File: src/design/phc_queue.sv
// Small register queue between stages.
`default_nettype none
module phc_queue #(
    parameter int WIDTH = 8,
    parameter int DEPTH = 4
) (
    input  wire logic             i_clk,
    input  wire logic             i_rst_n,
    input  wire logic             i_push,
    output logic                  o_full,
    input  wire logic [WIDTH-1:0] i_data,
    input  wire logic             i_pop,
    output logic                  o_empty,
    output logic      [WIDTH-1:0] o_data
);
    localparam int PtrW = (DEPTH > 1) ? $clog2(DEPTH) : 1;
    localparam int CntW = $clog2(DEPTH + 1);

    logic [WIDTH-1:0] r_mem [DEPTH];
    logic [PtrW-1:0]  r_wr_ptr, r_rd_ptr;
    logic [CntW-1:0]  r_count;
    logic             w_push, w_pop;

    assign o_full  = (r_count == CntW'(DEPTH));
    assign o_empty = (r_count == '0);
    assign o_data  = r_mem[r_rd_ptr];
    assign w_push  = i_push && !o_full;
    assign w_pop   = i_pop && !o_empty;

    always_ff @(posedge i_clk) begin
        if (w_push) begin
            r_mem[r_wr_ptr] <= i_data;
        end
    end

    always_ff @(posedge i_clk) begin
        if (!i_rst_n) begin
            r_wr_ptr <= '0;
            r_rd_ptr <= '0;
            r_count  <= '0;
        end else begin
            if (w_push) begin
                r_wr_ptr <= (r_wr_ptr == PtrW'(DEPTH - 1)) ? '0 : r_wr_ptr + 1'b1;
            end
            if (w_pop) begin
                r_rd_ptr <= (r_rd_ptr == PtrW'(DEPTH - 1)) ? '0 : r_rd_ptr + 1'b1;
            end
            if (w_push && !w_pop) begin
                r_count <= r_count + 1'b1;
            end else if (w_pop && !w_push) begin
                r_count <= r_count - 1'b1;
            end
        end
    end
endmodule
`default_nettype wire

File: config.mk
export PLATFORM = sky130hd
export DESIGN_NAME = phc_queue
export DESIGN_NICKNAME = d
export VERILOG_FILES = /design/src/design/phc_queue.sv
export SDC_FILE = /design/constraint.sdc
export NUM_CORES = 1
export LEC_CHECK = 0
export BUFFER_PORTS_ARGS = -buffer_cell sky130_fd_sc_hd__clkbuf_2
export CAP_MARGIN = 25
export CELL_PAD_IN_SITES_DETAIL_PLACEMENT = 2
export CELL_PAD_IN_SITES_GLOBAL_PLACEMENT = 2
export CORE_MARGIN = 1
export CORE_UTILIZATION = 41
export DETAILED_ROUTE_END_ITERATION = 6
export GPL_ROUTABILITY_DRIVEN = 1
export GPL_TIMING_DRIVEN = 0
export PLACE_DENSITY_LB_ADDON = 0.1
export SLEW_MARGIN = 30
export SYNTH_ARGS = -nofsm -noshare
export SYNTH_HDL_FRONTEND = slang
export SYNTH_SLANG_ARGS = --single-unit
export TNS_END_PERCENT = 100
File: constraint.sdc
create_clock -name i_clk -period 2.42 [get_ports i_clk]
set_clock_uncertainty 0.05 [all_clocks]
set_input_delay 0.121 -clock i_clk [delete_from_list [all_inputs] [get_ports i_clk]]
set_output_delay 0.121 -clock i_clk [all_outputs]
set_load 0.05 [all_outputs]
## After elaboration in Yosys (flattened, before gate mapping)

Memories as Yosys holds them, arrays and structs flattened. A register that Yosys moved wholly into a read port is not among the register bits.
Index checks and enable logic that the tools add are counted.

| operators by class | value |
|---|---|
| order comparisons | 0 |
| add/subtract/negate cells | 4 |
| $mul | 0 |
| shift operators | 0 |
| equal/unequal tests | 3 |
| bitwise gates (word level) | 0 |
| reductions and logical operators | 10 |
| div/mod/pow operators | 0 |
| muxes and demuxes | 8 |

Operator list:

| kind | count |
|---|---|
| $mux 2 | 4 |
| $mux 3 | 2 |
| $add 2x1->2 const B | 2 |
| $eq 2x2->1 const B | 2 |
| $logic_and 1x1->1 | 4 |
| $logic_not 1->1 | 4 |
| $add 3x1->3 const B | 1 |
| $eq 3x3->1 const B | 1 |
| $logic_not 3->1 | 1 |
| $sub 3x1->3 const B | 1 |
| $mux 1 | 2 |
| $reduce_bool 2->1 | 1 |

| word-level totals | value |
|---|---|
| word-level logic and storage cells | 29 |
| memory bits (writable) | 32 |
| output and inout port bits | 10 |
| memories | 1 |
| input port bits | 12 |
| bits in read-only memories | 0 |
| bits in registers | 7 |
| bits in latches | 0 |

Memories:

| memory | depth | width | rd ports | clocked after Yosys merged registers in | wr ports | RTL line | RTL |
|---|---|---|---|---|---|---|---|
| r_mem | 4 | 8 | 1 | 1 | 1 | 19 | `logic [WIDTH-1:0] r_mem [DEPTH];` |

## Depth between registers and ports, before layout

| logic depth | value |
|---|---|
| depth in word-level cells | 7 |
| mapped depth | 9 |

## Worst setup path before layout

OpenSTA, ideal clock, no wires.

| timing path | value |
|---|---|
| kind | register to register |
| from | reg r_count[1] |
| to | reg r_count[2] |
| arrival | 2259 ps |
| setup slack | 35 ps |
| library setup time | 76 ps |
| period minus slack after synthesis | 2385 ps |
| stages on the path, launching flop included | 10 |
| path through | dfxtp_1 > nor3b_2 > nor2b_1 > buf_2 > ha_1 > inv_1 > fa_1 > xor2_1 > or3_1 > a21boi_0 |

| between the ends | value |
|---|---|
| longest elaborated chain between the ends | 6 |

RTL lines:

| what | RTL line | RTL |
|---|---|---|
| start, declared | 21 | `logic [CntW-1:0] r_count;` |
| start signal, assigned | 49 | `r_count <= r_count + 1'b1;` |
| start signal, assigned | 51 | `r_count <= r_count - 1'b1;` |
| $eq 3x3->1 (*) | 24 | `assign o_full = (r_count == CntW'(DEPTH));` |
| via o_full | 10 | `output logic o_full,` |
| $logic_not 1->1 (*) | 27 | `assign w_push = i_push && !o_full;` |
| $logic_and 1x1->1 (*) | 27 |  |
| via w_push | 22 | `logic w_push, w_pop;` |
| $logic_not 1->1 | 50 | `end else if (w_pop && !w_push) begin` |
| $logic_and 1x1->1 | 50 |  |
| $reduce_bool 2->1 (no line) | -- |  |

Mark *: on every way through the listed nets, which the timed path passes. The rest lies on a longest branch. The select of a mux whose other input is x is not followed.
A chain may end at the register's enable or synchronous reset.

## Worst setup path in the final report

| timing path | value |
|---|---|
| from | reg r_count[1] |
| to | reg r_count[2] |

| between the ends | value |
|---|---|
| longest elaborated chain between the ends | 6 |

RTL lines:

| what |
|---|
| branches (longest 6 deep; another with $sub 3x1->3) |

Parallel ways; which one is timed is not known. The select of a mux whose other input is x is not followed.

==> metrics.md <==
| Metric | Value |
|---|---|
| Critical path arrival | `2390 ps` |
| Unrepaired setup endpoints after global routing | `no` |
| Total number of vias | `872` |
| Fin. Hold Viols | `0` |
| Fin nets | `142` |
| Synth Net Count | `around 110` |
| DR vias/cell | `just over 5` |
| CP Capture Type | `register` |
| Adder-cell share of the synthesized area | `between 5 and 6%` |
| Worst-path maximum fanout | `5` |
| Synth Cell Area | `approximately 1600 um2` |
| Detailed Place HPWL | `about 2400 um` |
| Worst path slowest cell | `fa_1` |
| Status | `finished, final reports clean` |
| Final setup fails | `0` |
| Routed Antenna Nets | `0` |
| Wire length per cell | `18.78 um` |
| Min Tclk post-route | `2230 ps` |
| Slew headroom | `66.26%` |
| Worst-margin pin slew | `506.1 ps` |
| Max frequency | `between 400 and 500 MHz` |
| H-tree Lvls | `2` |
| XOR/XNOR Fraction of Synth Area | `1.074%` |
| Compound-Gate Fraction of Synth Area | `1.842%` |
| Total Wirelength | `3231 um` |
| R2R Setup Slk | `190 ps` |
| Clk root buf | `clkbuf_8` |
| I/O Buffers | `21` |
| Register area share after synthesis | `between 60% and 70%` |
| Seq cells post-synth | `between 40 and 50` |
| Worst path max stage delay | `380 ps` |
| Crit-path cells | `o31ai_4 -> ha_1 -> inv_1 -> fa_1 -> xor2_1 -> or3_1 -> a21boi_1` |
| Std-Cell Rows | `22` |
| Filler cells | `372` |
| Synth cell types | `23` |
| Routability Congestion | `0.6796` |
| Total grt overflow | `0` |
| Simple-gate area share of the yosys netlist | `~6.6%` |
| Peak supply drop | `0.5379 mV` |
| CP startpoint kind | `register` |
| Largest net degree at the start of global routing | `14` |
| Die area | `4233 um2` |
| Diode count | `0` |
| Syn Inst Count | `93` |
| Chip height | `65.06 um` |
| Syn_area_per_cell | `17.53 um2` |
| Max-cap violation count | `0` |
| Starting density of the core | `43.55%` |
| Yosys warning count | `0` |
| First-pass GRT wire length | `5499 um` |
| Commonest non-fill, non-tap cell in the layout | `edfxtp_1` |
| Worst-skew pair later-pin latency | `between 200 and 300 ps` |
| Post-route cell area | `1919 um2` |
| Multiplexer area fraction after synthesis | `12.89%` |
| Hold_ws | `between 10 and 15 ps` |
| Clk buf depth | `2` |
| I/O pins | `22` |
| Share of layout cells above drive strength 1 | `a little over a third` |
| Die Wd | `65.06 um` |
| Initial antenna violation count | `0` |
| Final worst path period share | `slightly above 90%` |
| DRC Markers | `0` |
| Most frequent cells in the layout | `edfxtp_1 (32), clkbuf_2 (21), mux4_2 (8)` |
| Clk sinks | `41` |
| Total iterations of the first detailed-routing run | `4` |
| Placed cell areas | `between 1500 and 2000 um2` |
| TritonCTS Buffers | `5` |
| Pwr/cell area | `1114 nW/um2` |
| Setup CP Type | `reg -> reg` |
| Area Growth Syn to Fin | `17.73%` |
| Hold crit path type | `in -> reg` |
| Core area | `3744 um2` |
| Global Route Usage Sum | `a little under a fifth` |
| Pins Over Slew Limit | `0` |
| Clock Pin Slew Worst Setup and Hold Paths | `80 ps` |
| CTS tree | `yes` |
| Lkg Pwr | `about 0.0007 uW` |
| Vias in the first global route | `990` |
| Largest family of logic cells by synthesized area | `multiplexers` |
| Iteration-0 DRC Markers | `46` |
| WP data required | `2580 ps` |
[timing repair]
action | CTS | global route
setup endpoints to repair | 1 | 1
gates resized for setup | 5 | 3
buffers inserted | 0 | 1
hold buffers | 1 | 0
endpoints found under the hold margin | 4 | 0
[sequential cells by signal (all words and copies together), names as in the netlist, named ones only]
signal	flops
r_wr_ptr	2
r_mem	32
r_rd_ptr	2
r_count	3
[area by class of cell]
cell class                 instances  area [um2]  area share [%]
sequential                        41        1145           59.65
inverter                           3       11.26          0.5867
clock buffer                       5       68.82           3.585
tap                               48       60.06           3.129
multi-input combinational         45       474.2           24.71
buffer                             4       20.02           1.043
timing repair buffer              23       122.6           6.389
clock inverter                     3       17.52          0.9126
[cells by family (layout without fill, tap and decap cells)]
family | after synthesis | after routing
compound gates | 5 | 5
simple gates | 20 | 20
fa+ha+maj | 7 | 7
xor+xnor | 2 | 2
mux | 11 | 11
buf+inv | 7 | 38
flops | 41 | 41
[worst max-delay path: cells and delay by family (launching register included)]
family | cells | cell delay, ps
compound gates | 2 | 530
xor+xnor | 1 | 170
fa+ha+maj | 2 | 640
buf+inv | 1 | 60
flops | 1 | 370
simple gates | 1 | 330
[per-stage QoR]
| step | utilization (%) | setup TNS, ps | std cells | setup slack, ps | total power (uW) |
|---|---|---|---|---|---|
| after floorplan | - | 0 | 93 | 35.45 | 1516 |
| after global placement | 47.96 | 0 | 162 | 102.7 | 1658 |
| after detailed placement | 47.96 | -256.3 | 162 | -256.3 | 1719 |
| after CTS | 50.97 | 0 | 171 | 26.89 | 2169 |
| after global routing | 51.27 | 0 | 172 | 57.29 | 2270 |
| final | 51.27 | 0 | 172 | 189.8 | 2139 |
[cells in the mapped netlist]
cell type / number / share of area [%]
nor2b_1: 2 / 0.77
edfxtp_1: 32 / 59
nor3b_2: 1 / 0.77
mux2i_1: 3 / 1.8
buf_1: 1 / 0.23
xnor2_1: 1 / 0.54
or3_1: 1 / 0.38
xor2_1: 1 / 0.54
dfxtp_1: 9 / 11
a21boi_0: 1 / 0.46
o31ai_1: 1 / 0.46
o21ai_0: 3 / 0.92
fa_1: 1 / 1.2
nand3_1: 2 / 0.61
inv_1: 3 / 0.69
and2_1: 5 / 1.9
clkbuf_1: 1 / 0.23
ha_1: 6 / 4.6
mux4_2: 8 / 11
buf_2: 2 / 0.61
nand2_1: 6 / 1.4
nor3_1: 1 / 0.31
nor2_1: 2 / 0.46
[power breakdown]
| group | internal (uW) | switching (uW) | leakage, uW |
|---|---|---|---|
| clock | 199 | 225 | 0.0000439 |
| combinational | 263 | 510 | 0.000291 |
| sequential | 871 | 70.6 | 0.000368 |
| total | 1330 | 806 | 0.000703 |
[layer usage]
layer	vias to the layer above	global-route usage, %	part of all wire (%)
li1	406	-	-
met1	446	22.65	41
met2	16	33.72	55
met3	4	5.282	2.9
met4	0	5.707	1.3
met5	-	0	0
[worst paths after layout]
kind,from,end,cells past startpoint
setup / recovery,r_count[1]$_SDFFE_PN0P_,r_count[2]$_SDFFE_PN0P_,7
hold / removal,i_data[1],r_mem[0][1]$_DFFE_PP_,1
setup reg to reg,r_count[1]$_SDFFE_PN0P_,r_count[2]$_SDFFE_PN0P_,7
hold reg to reg,r_wr_ptr[1]$_SDFFE_PN0P_,r_wr_ptr[1]$_SDFFE_PN0P_,2
No activity file was read; power rests on OpenSTA's default activity.
