===== config.mk =====
export PLATFORM = sky130hd
export DESIGN_NAME = phc_front
export DESIGN_NICKNAME = d
export VERILOG_FILES = /design/src/design/phc_pkg.sv /design/src/design/phc_front.sv
export SDC_FILE = /design/constraint.sdc
export NUM_CORES = 1
export LEC_CHECK = 0
export BUFFER_PORTS_ARGS = -buffer_cell sky130_fd_sc_hd__buf_2
export CORE_ASPECT_RATIO = 2
export CORE_MARGIN = 5
export CORE_UTILIZATION = 46
export DETAILED_ROUTE_END_ITERATION = 16
export GPL_TIMING_DRIVEN = 0
export PLACE_DENSITY = 0.76
export SLEW_MARGIN = 10
export SYNTH_ARGS = -nofsm -noshare
export SYNTH_HDL_FRONTEND = slang
export SYNTH_SLANG_ARGS = --single-unit

===== constraint.sdc =====
create_clock -name i_clk -period 10.7 [get_ports i_clk]
set_input_delay 0.535 -clock i_clk [delete_from_list [all_inputs] [get_ports i_clk]]
set_output_delay 0.535 -clock i_clk [all_outputs]
set_load 0.02 [all_outputs]

===== src/design/phc_pkg.sv =====
// Shared constants for the half-plane polygon clipper.
`default_nettype none
package phc_pkg;
    localparam int CoordWidth  = 32;
    localparam int CfgIdxWidth = 3;
    localparam int JobDepth    = 4;
    localparam int OutDepth    = 4;

    localparam logic [CfgIdxWidth-1:0] CfgLineStartX = 3'd0;
    localparam logic [CfgIdxWidth-1:0] CfgLineStartY = 3'd1;
    localparam logic [CfgIdxWidth-1:0] CfgLineEndX   = 3'd2;
    localparam logic [CfgIdxWidth-1:0] CfgLineEndY   = 3'd3;

    localparam logic KindVertex = 1'b0;
    localparam logic KindArea   = 1'b1;
endpackage
`default_nettype wire


===== src/design/phc_front.sv =====
// Front part: line registers, vertex intake and edge job generation.
`default_nettype none
module phc_front #(
    parameter int COORD_WIDTH = phc_pkg::CoordWidth,
    localparam int JW = 4 * COORD_WIDTH + 1
) (
    input  wire logic                            i_clk,
    input  wire logic                            i_rst_n,
    input  wire logic                            push,
    output logic                                 full,
    input  wire logic [COORD_WIDTH-1:0]          i_vert_x,
    input  wire logic [COORD_WIDTH-1:0]          i_vert_y,
    input  wire logic                            i_last_vertex,
    input  wire logic                            i_cfg_wr_en,
    input  wire logic [phc_pkg::CfgIdxWidth-1:0] i_cfg_index,
    input  wire logic [COORD_WIDTH-1:0]          i_cfg_data,
    output logic      [COORD_WIDTH-1:0]          o_line_ax,
    output logic      [COORD_WIDTH-1:0]          o_line_ay,
    output logic      [COORD_WIDTH-1:0]          o_line_bx,
    output logic      [COORD_WIDTH-1:0]          o_line_by,
    output logic                                 o_job_valid,
    input  wire logic                            i_job_ready,
    output logic      [JW-1:0]                   o_job
);
    import phc_pkg::*;

    logic                   r_have_first, r_job_valid, r_pend;
    logic [COORD_WIDTH-1:0] r_first_x, r_first_y, r_prev_x, r_prev_y;
    logic [JW-1:0]          r_job, r_pend_job;
    logic                   w_accept, w_taken;

    assign full        = r_job_valid || r_pend;
    assign w_accept    = push && !full;
    assign w_taken     = r_job_valid && i_job_ready;
    assign o_job_valid = r_job_valid;
    assign o_job       = r_job;

    always_ff @(posedge i_clk) begin
        if (!i_rst_n) begin
            o_line_ax <= '0;
            o_line_ay <= '0;
            o_line_bx <= '0;
            o_line_by <= '0;
        end else if (i_cfg_wr_en) begin
            unique case (i_cfg_index)
                CfgLineStartX: o_line_ax <= i_cfg_data;
                CfgLineStartY: o_line_ay <= i_cfg_data;
                CfgLineEndX:   o_line_bx <= i_cfg_data;
                CfgLineEndY:   o_line_by <= i_cfg_data;
                default: ;
            endcase
        end
    end

    always_ff @(posedge i_clk) begin
        if (!i_rst_n) begin
            r_have_first <= 1'b0;
            r_job_valid  <= 1'b0;
            r_pend       <= 1'b0;
            r_first_x    <= '0;
            r_first_y    <= '0;
            r_prev_x     <= '0;
            r_prev_y     <= '0;
        end else if (w_accept) begin
            r_prev_x <= i_vert_x;
            r_prev_y <= i_vert_y;
            if (!r_have_first) begin
                if (i_last_vertex) begin
                    // lone vertex: closing edge runs to itself
                    r_job       <= {i_vert_x, i_vert_y, i_vert_x, i_vert_y, 1'b1};
                    r_job_valid <= 1'b1;
                end else begin
                    r_have_first <= 1'b1;
                    r_first_x    <= i_vert_x;
                    r_first_y    <= i_vert_y;
                end
            end else begin
                r_job       <= {r_prev_x, r_prev_y, i_vert_x, i_vert_y, 1'b0};
                r_job_valid <= 1'b1;
                if (i_last_vertex) begin
                    r_pend       <= 1'b1;
                    r_pend_job   <= {i_vert_x, i_vert_y, r_first_x, r_first_y, 1'b1};
                    r_have_first <= 1'b0;
                end
            end
        end else if (w_taken) begin
            r_job_valid <= r_pend;
            r_pend      <= 1'b0;
            if (r_pend) begin
                r_job <= r_pend_job;
            end
        end
    end
endmodule
`default_nettype wire


# Yosys cells after proc, flatten, opt, wreduce, memory -nomap -nowiden
# Index checks and enable logic that the tools add are counted.
dict set report totals {
  register_bits 516
  latch_bits 0
  ramBits 0
  rom_bits 0
  out_inout_bits 259
  word_cells 50
  memories 0
}
dict set report op_classes {
  add_sub_neg 0
  mul 0
  div_mod_pow 0
  n_lt_le_gt_ge 0
  n_eq_ne 6
  shift 0
  mux 13
  bitwise 2
  n_reduce_logical 16
}
# cell n
set op_table {}
lappend op_table {{$mux 129} 5}
lappend op_table {{$reduce_and 2->1} 5}
lappend op_table {{$mux 1} 8}
lappend op_table {{$reduce_and 4->1} 2}
lappend op_table {{$eq 3x2->1 const B} 2}
lappend op_table {{$reduce_and 3->1} 2}
lappend op_table {{$ne 2x2->1 const B} 2}
lappend op_table {{$reduce_bool 2->1} 2}
lappend op_table {{$eq 3x1->1 const B} 1}
lappend op_table {{$logic_not 3->1} 1}
lappend op_table {{$ne 3x3->1 const B} 1}
lappend op_table {{$logic_and 1x1->1} 2}
lappend op_table {{$not 1->1} 2}
lappend op_table {{$logic_not 1->1} 1}
lappend op_table {{$logic_or 1x1->1} 1}

# Depth between registers and ports, before layout
# Gate-level depths: netlist of the first run.
dict set report logic_depth {
  word_depth 5
  ltp_mapped 7
  mapped_depth_nobuf 3
}

# Worst setup path after synthesis of the first run
# OpenSTA, ideal clock, no wires.
dict set report synth_path {
  path_type {input to register}
  from {input push}
  to {register r_job[0] (netlist: o_job[0]), enable pin}
  setup_time_ns 0.814
  arrival_time_ns 10.603
  path_slack_ns -0.717
  cell_stages 4
  cell_sequence {nor3b_1 > buf_2 > o21ai_0 > a21boi_0}
}
dict set report synth_via {
  elab_chain_cells 3
  word_cells_on_any_way 5
}
# item line_no
set synth_lines {}
lappend synth_lines {{from (decl)} phc_front.sv:9} ;# input wire logic push,
lappend synth_lines {{$logic_and 1x1->1 (*)} phc_front.sv:33} ;# assign w_accept = push && !full;
lappend synth_lines {{$ne 3x3->1 (no source line) / $reduce_bool 2->1 (equally long branches)} n/a}
lappend synth_lines {{$reduce_and 4->1 (no source line) (*)} n/a}
lappend synth_lines {{to (signal assigned)} phc_front.sv:70} ;# r_job <= {i_vert_x, i_vert_y, i_vert_x, i_vert_y, 1'b1};
lappend synth_lines {{to (signal assigned)} phc_front.sv:78} ;# r_job <= {r_prev_x, r_prev_y, i_vert_x, i_vert_y, 1'b0};
lappend synth_lines {{to (signal assigned)} phc_front.sv:90} ;# r_job <= r_pend_job;
lappend synth_lines {{to (decl)} phc_front.sv:29} ;# logic [JW-1:0] r_job, r_pend_job;
# Every way passes the cells marked *; elsewhere a longest branch is shown, timed or not.
# A chain may end at the register's enable or synchronous reset.

# Worst setup path in the final report of the first run
dict set report layout_path {
  from {register r_job_valid (netlist: o_job_valid)}
  to {register r_job[58] (netlist: o_job[58]), enable pin}
}
dict set report layout_via {
  elab_chain_cells 5
  word_cells_on_any_way 8
}
# item line_no
set layout_lines {}
lappend layout_lines {{from (decl)} phc_front.sv:27} ;# logic r_have_first, r_job_valid, r_pend;
lappend layout_lines {{from (signal assigned)} phc_front.sv:87} ;# r_job_valid <= r_pend;
lappend layout_lines {{$logic_or 1x1->1} phc_front.sv:32} ;# assign full = r_job_valid || r_pend;
lappend layout_lines {{$logic_not 1->1} phc_front.sv:33}
lappend layout_lines {{$logic_and 1x1->1} phc_front.sv:33}
lappend layout_lines {{$ne 3x3->1 (no source line) / $reduce_bool 2->1 (equally long branches)} n/a}
lappend layout_lines {{$reduce_and 4->1 (no source line) (*)} n/a}
# Marked as above.

==> results of run 1 <==
[flip-flops by register name (all words and copies together), names as in the netlist]
register	cells
o_job	129
o_job_valid	1
o_line_ax	32
o_line_ay	32
o_line_bx	32
o_line_by	32
r_first_x	32
r_first_y	32
r_have_first	1
r_pend	1
r_pend_job	128
r_prev_x	32
r_prev_y	32
[logic make-up after synthesis]
| group | count (synthesis) | synth area share |
|---|---|---|
| AO/OA/AOI/OAI | 262 | 0.0790 |
| buffers and inverters | 119 | 0.0305 |
| flip-flops | 516 | 0.687 |
| multiplexers | 128 | 0.0682 |
| AND/OR/NAND/NOR | 621 | 0.136 |
[per-layer routing]
layer / wire length, µm / share of wire / vias up / track usage
met5: 26 / 0.00048 / - / 0
met4: 2770 / 0.051 / 6 / 0.121
met3: 3750 / 0.069 / 137 / 0.0517
met2: 30300 / 0.56 / 577 / 0.462
met1: 17400 / 0.32 / 6677 / 0.221
li1: - / - / 6538 / -
[power breakdown]
group,switching [µW],total [µW],internal (µW)
sequential,28.4,2180,2150
clock,711,1660,950
combinational,261,383,122
[area by class of cell]
| cell class | count | area [µm²] |
|---|---|---|
| fill | 3396 | 17300 |
| sequential | 516 | 12900 |
| multi-input combinational | 1011 | 5330 |
| timing repair buffer | 370 | 2010 |
| clock buffer | 63 | 1270 |
| tap | 530 | 663 |
| buffer | 118 | 569 |
| clock inverter | 19 | 231 |
| antenna | 9 | 22.5 |
| inverter | 1 | 3.75 |
[metrics by stage]
step                      cells  hold WS (ns)
after floorplan            1646         0.408
after global placement     2538         0.412
after detailed placement   2546         0.413
after CTS                  2628         0.172
after global routing       2634         0.181
final                      2637         0.200
[cells in the final DEF (no fill, tap or decap), drive strengths merged]
cell / Yosys / layout
nand2: 483 / 483
buf: 39 / 409
dfxtp: 259 / 259
edfxtp: 257 / 257
o21ai: 194 / 194
clkbuf: 79 / 142
nand3: 129 / 129
mux2i: 128 / 128
a21boi: 66 / 66
clkinv: 0 / 13
diode: 0 / 9
bufinv: 0 / 5
nand4bb: 2 / 2
or2: 1 / 1
or3b: 1 / 1
nor3b: 1 / 1
and4: 1 / 1
nand4b: 1 / 1
or4b: 1 / 1
nor3: 1 / 1
a31o: 1 / 1
inv: 1 / 1
o211a: 1 / 1
clkinvlp: 0 / 1
[final timing paths]
check | slack, ns | from | to
setup / recovery | 7.51 | o_job_valid | o_job[58]
hold / removal | 0.20 | i_vert_x[11] | r_pend_job[108]
setup reg to reg | 7.51 | o_job_valid | o_job[58]
hold reg to reg | 0.43 | r_first_y[29] | r_pend_job[30]
==> metrics.txt, run 1 <==
status=completed; Setup-failing EPs final=0; post-route cell area=23000 µm²; most frequent cell after synthesis=nand2_1; synth warn=0; DP HPWL=41400 µm; Syn Area/Cell=11.4 µm²; Synth area leaders=edfxtp_1 41%, dfxtp_1 28%, nand2_1 9.6%, mux2i_1 6.8%, o21ai_0 5.2%; vias in the first global route=14620; Layout Utilization=0.570; H-tree levels=2; largest net degree at the start of global routing=60; Top FF cell, synth=dfxtp_1; total grt overflow=0; Critical Path RT=10.95 ns; Worst Path Arrival=3.44 ns; Pwr Total=4220 µW; skew final=0.0112 ns; initial antenna violation count=11; Hold Path Depth=1; largest stage delay on the critical path=0.84 ns; post-cts resize count=0; CTS max path bufs=3; Setup crit start kind=flip-flop; RSZ-0062 raised after global routing=no; DRC=0; HP Class=input pin to flip-flop; number of unique standard cell types used by synthesis=23; share of the yosys chip area belonging to registers=0.687; clk_lat worst skew=0.56 ns; power per standard cell area=184 nW/µm²; CTS Buf Count=44; total setup buffers inserted after CTS=0; Die ar.=45200 µm²; delay-heaviest family, CP=simple AND/OR/NAND/NOR gates; Fin Setup TNS=0 ns; first-pass detailed-route iteration total=5; Die Wd=153 µm; register bit total from synthesis=516; critical path capture point type=flip-flop; num rows=104; worst-path cell chain=nor3b_1, buf_2, o21ai_0, a21boi_4, buf_16, buf_12; GRT Total Usage=0.233; CTS tree=done; area grow syn2layout=22.4%; pre-CTS setup slack=7.26 ns; crit path time final=3.19 ns; drt wl/cell=20.6 µm; post-route ant nets=0; Fin. Hold Viols=0; hold buffer count at CTS=0; Max-Cap Viols=0; clock sinks=516; DRT iter0 DRCs=682; die height=296 µm; Max Freq=313 MHz; Worst Path Buf+Inv=3; Port Buffer Count=362; period utilization=0.299; # IOs=364; Slew headroom=0.337; DR vias/cell=5.28; Critical Path Slowest Stage Cell=nor3b_1; DR vias=13935; type of the worst setup path=flip-flop to flip-flop; Starting Density=0.466; Slew Viols, Final=0; top-area cell type share of the netlist area=0.411; Core ar.=40300 µm²; synth cell count leaders=483 x nand2_1, 259 x dfxtp_1, 257 x edfxtp_1; Mapped Area=18800 µm²; slew of the pin with the lowest slew margin=0.993 ns; Final #Nets=2167; Post-DP Area=21500 µm²; fraction of layout cells with a size suffix above 1=0.220; EDFF count, synth=257; syn_nets=1751; Critical Path Stages=6; Root Buffer=clkbuf_16; first-pass GRT wire length=82400 µm; Post-Route WL=54300 µm; peak supply drop=0.140 mV; post-route setup slack=7.51 ns; placer congestion estimate=0.930; Yosys top cell by area=edfxtp_1; Post-synth ARST share=0; R2R depth=6; clock slew at reported path FFs=0.07 ns; crit path max fanout=28; Mapped Cells=1646; Leak=0.00921 µW
(Power assumes the default switching activity.)
==> inputs of run 2 (changes only) <==
--- a/config.mk
+++ b/config.mk
@@ -5,13 +5,14 @@
 export SDC_FILE = /design/constraint.sdc
 export NUM_CORES = 1
 export LEC_CHECK = 0
+export ABC_AREA = 1
 export BUFFER_PORTS_ARGS = -buffer_cell sky130_fd_sc_hd__buf_2
 export CORE_ASPECT_RATIO = 2
 export CORE_MARGIN = 5
 export CORE_UTILIZATION = 46
 export DETAILED_ROUTE_END_ITERATION = 16
 export GPL_TIMING_DRIVEN = 0
-export PLACE_DENSITY = 0.76
+export PLACE_DENSITY = 0.73
 export SLEW_MARGIN = 10
 export SYNTH_ARGS = -nofsm -noshare
 export SYNTH_HDL_FRONTEND = slang
==> constraint.sdc (replaced) <==
create_clock -name i_clk -period 3.2 [get_ports i_clk]
set_input_delay 0.16 -clock i_clk [delete_from_list [all_inputs] [get_ports i_clk]]
set_output_delay 0.16 -clock i_clk [all_outputs]
set_load 0.02 [all_outputs]
==> run 2 against run 1 <==
Sequential share of layout area shrank 2.6 points. Flip-flop and latch count is the same. Global-route usage grew 1.8 points. Synthesized cell count grew 16%. Register-to-register slack lost 6.9 ns. Combinational power grew to 3.9 times the previous value. Clock power grew to 3.4 times the previous value. Hold slack lost 0.16 ns. Critical path depth grew 2. Worst setup slack lost 6.9 ns. Critical endpoint is now r_pend_job[110].
==> metrics.txt, run 2 <==
DR WL met2=32400 µm; commonest non-fill, non-tap cell in the layout=nand2_1; Pwr Total=14500 µW; Max Freq=391 MHz; DP HPWL=44300 µm; CTS max path bufs=3; DRT iter0 DRCs=815; Root Buffer=clkbuf_16; first-pass detailed-route iteration total=5; M1 WL=19200 µm; Die ar.=45600 µm²; top-area cell type share of the netlist area=0.407; Top FF cell, synth=dfxtp_1; Critical Path RT=3.45 ns; total setup buffers inserted after CTS=0; Post-Layout Cell Count=2996; Mapped Cells=1914; power per standard cell area=599 nW/µm²; die height=297 µm; type of the worst setup path=flip-flop to flip-flop; Layout Utilization=0.590; Setup-failing EPs final=0; register area=12900 µm²; clock sinks=516; DR top layer=met5; Synth area leaders=edfxtp_1 41%, dfxtp_1 27%, nand2_1 12%, nand4_1 4.3%, a21oi_1 4.3%; Core ar.=40900 µm²; share of the yosys chip area belonging to registers=0.680; first-pass GRT wire length=90600 µm; CTS Buf Count=44; Max-Cap Viols=0; DRC=0; num rows=105; RSZ-0062 raised after global routing=no; H-tree levels=2; crit path max fanout=31; GRT Total Usage=0.251; post-route setup slack=0.646 ns; register bit total from synthesis=516; Post-Route WL=58900 µm; Fin. Hold Viols=0; Worst Path Arrival=2.80 ns; status=completed; fraction of layout cells with a size suffix above 1=0.211; Starting Density=0.464; Syn Area/Cell=9.91 µm²; Mapped Area=19000 µm²; peak supply drop=0.444 mV; metal3 WL=3930 µm; skew final=0.0265 ns; # IOs=364; CTS tree=done; DR vias/cell=5.27; final hold slack=0.0373 ns; hold buffer count at CTS=98; synth cell count leaders=588 x nand2_1, 259 x dfxtp_1, 257 x edfxtp_1; drt wl/cell=19.7 µm; post-cts resize count=0; most frequent cell after synthesis=nand2_1; slew of the pin with the lowest slew margin=0.862 ns; fill cell count=3376; Slew headroom=0.422; vias in the first global route=16158; post-route ant nets=0; largest net degree at the start of global routing=41; Multi-input gate area=5280 µm²; pre-CTS setup slack=0.609 ns; placer congestion estimate=1.00; Yosys top cell by area=edfxtp_1; Slew Viols, Final=0; Leak=0.00991 µW; HP Class=input pin to flip-flop; period utilization=0.798; dpl cells=2816; crit path time final=2.55 ns; Largest register FFs=129; Port Buffer Count=360; Post-synth ARST share=0; EDFF count, synth=257; area grow syn2layout=27.2%; commonest cells after routing, fill and taps aside=588 x nand2_1, 423 x buf_2, 258 x dfxtp_1, 257 x edfxtp_1, 195 x nor2_1; clock slew at reported path FFs=0.07 ns; DR vias=15785; synth warn=0; Die Wd=154 µm; clk_lat worst skew=0.56 ns; Final #Nets=2530; syn_nets=2019; Setup crit start kind=flip-flop; critical path capture point type=flip-flop; total grt overflow=0; number of unique standard cell types used by synthesis=18; initial antenna violation count=1
==> run 2: changes by cell type after synthesis, sizes merged, moves of 2 or more <==
| cell | before | now |
|---|---|---|
| nor2 | 0 | 197 |
| mux2i | 128 | 0 |
| inv | 1 | 49 |
| nand4bb | 2 | 0 |
| nand2 | 483 | 589 |
| nand4 | 0 | 130 |
| a21oi | 0 | 162 |
| buf | 39 | 79 |
| clkbuf | 79 | 56 |
| nand3 | 129 | 71 |
| a21boi | 66 | 0 |
| o21ai | 194 | 64 |
==> run 2: power breakdown <==
part | leakage, µW | switching, µW | internal (µW)
Clock | 0.000757 | 2440 | 3240
Combinational | 0.00474 | 1010 | 466
Sequential | 0.00441 | 103 | 7190
==> run 2: cell families (layout without fill, tap and decap cells) <==
family | after synthesis | count (layout) | synth area share
AO/OA/AOI/OAI | 226 | 226 | 0.0596
other | 0 | 1 | 0
buffers and inverters | 184 | 730 | 0.0416
AND/OR/NAND/NOR | 988 | 988 | 0.218
flip-flops | 516 | 516 | 0.680
==> run 2: per-stage QoR <==
stage	setup TNS [ns]	cell area (µm²)
5_1_grt	0	24100
2_1_floorplan	0	19000
3_5_place_dp	0	21600
3_3_place_gp	-333.97	21500
4_1_cts	0	24100
6_report	0	24100
==> run 2: area by class of cell <==
cell class	count	area share
Timing Repair Buffer	465	0.121
Tap cell	535	0.0278
Antenna cell	1	0.000104
Clock inverter	25	0.0122
Inverter	49	0.00794
Sequential cell	516	0.535
Buffer	135	0.0252
Multi-Input combinational cell	1214	0.219
Clock buffer	56	0.0514
==> run 2: critical path, cell delays in order, from the launching register on <==
cell and delay [ns]:
dfxtp_4 0.37, nor2_4 0.23, nand2_4 0.14, nor2_2 0.24, buf_4 0.26, nand3_1 0.15
clkinvlp_4 0.37, buf_16 0.22, buf_12 0.22
==> run 2: final timing paths <==
check / start / end / slack (ns) / depth (start not counted)
min reg2reg: r_first_x[31] / r_pend_job[64] / 0.41 / 0
max reg2reg: o_job_valid / r_pend_job[110] / 0.65 / 8
max: o_job_valid / r_pend_job[110] / 0.65 / 8
min: i_cfg_index[0] / o_line_ay[21] / 0.04 / 4
==> run 2: routing by layer <==
metal	up-vias	GRT usage
li1	7495	-
met1	7470	0.243
met2	646	0.486
met3	172	0.0543
met4	2	0.129
met5	-	0
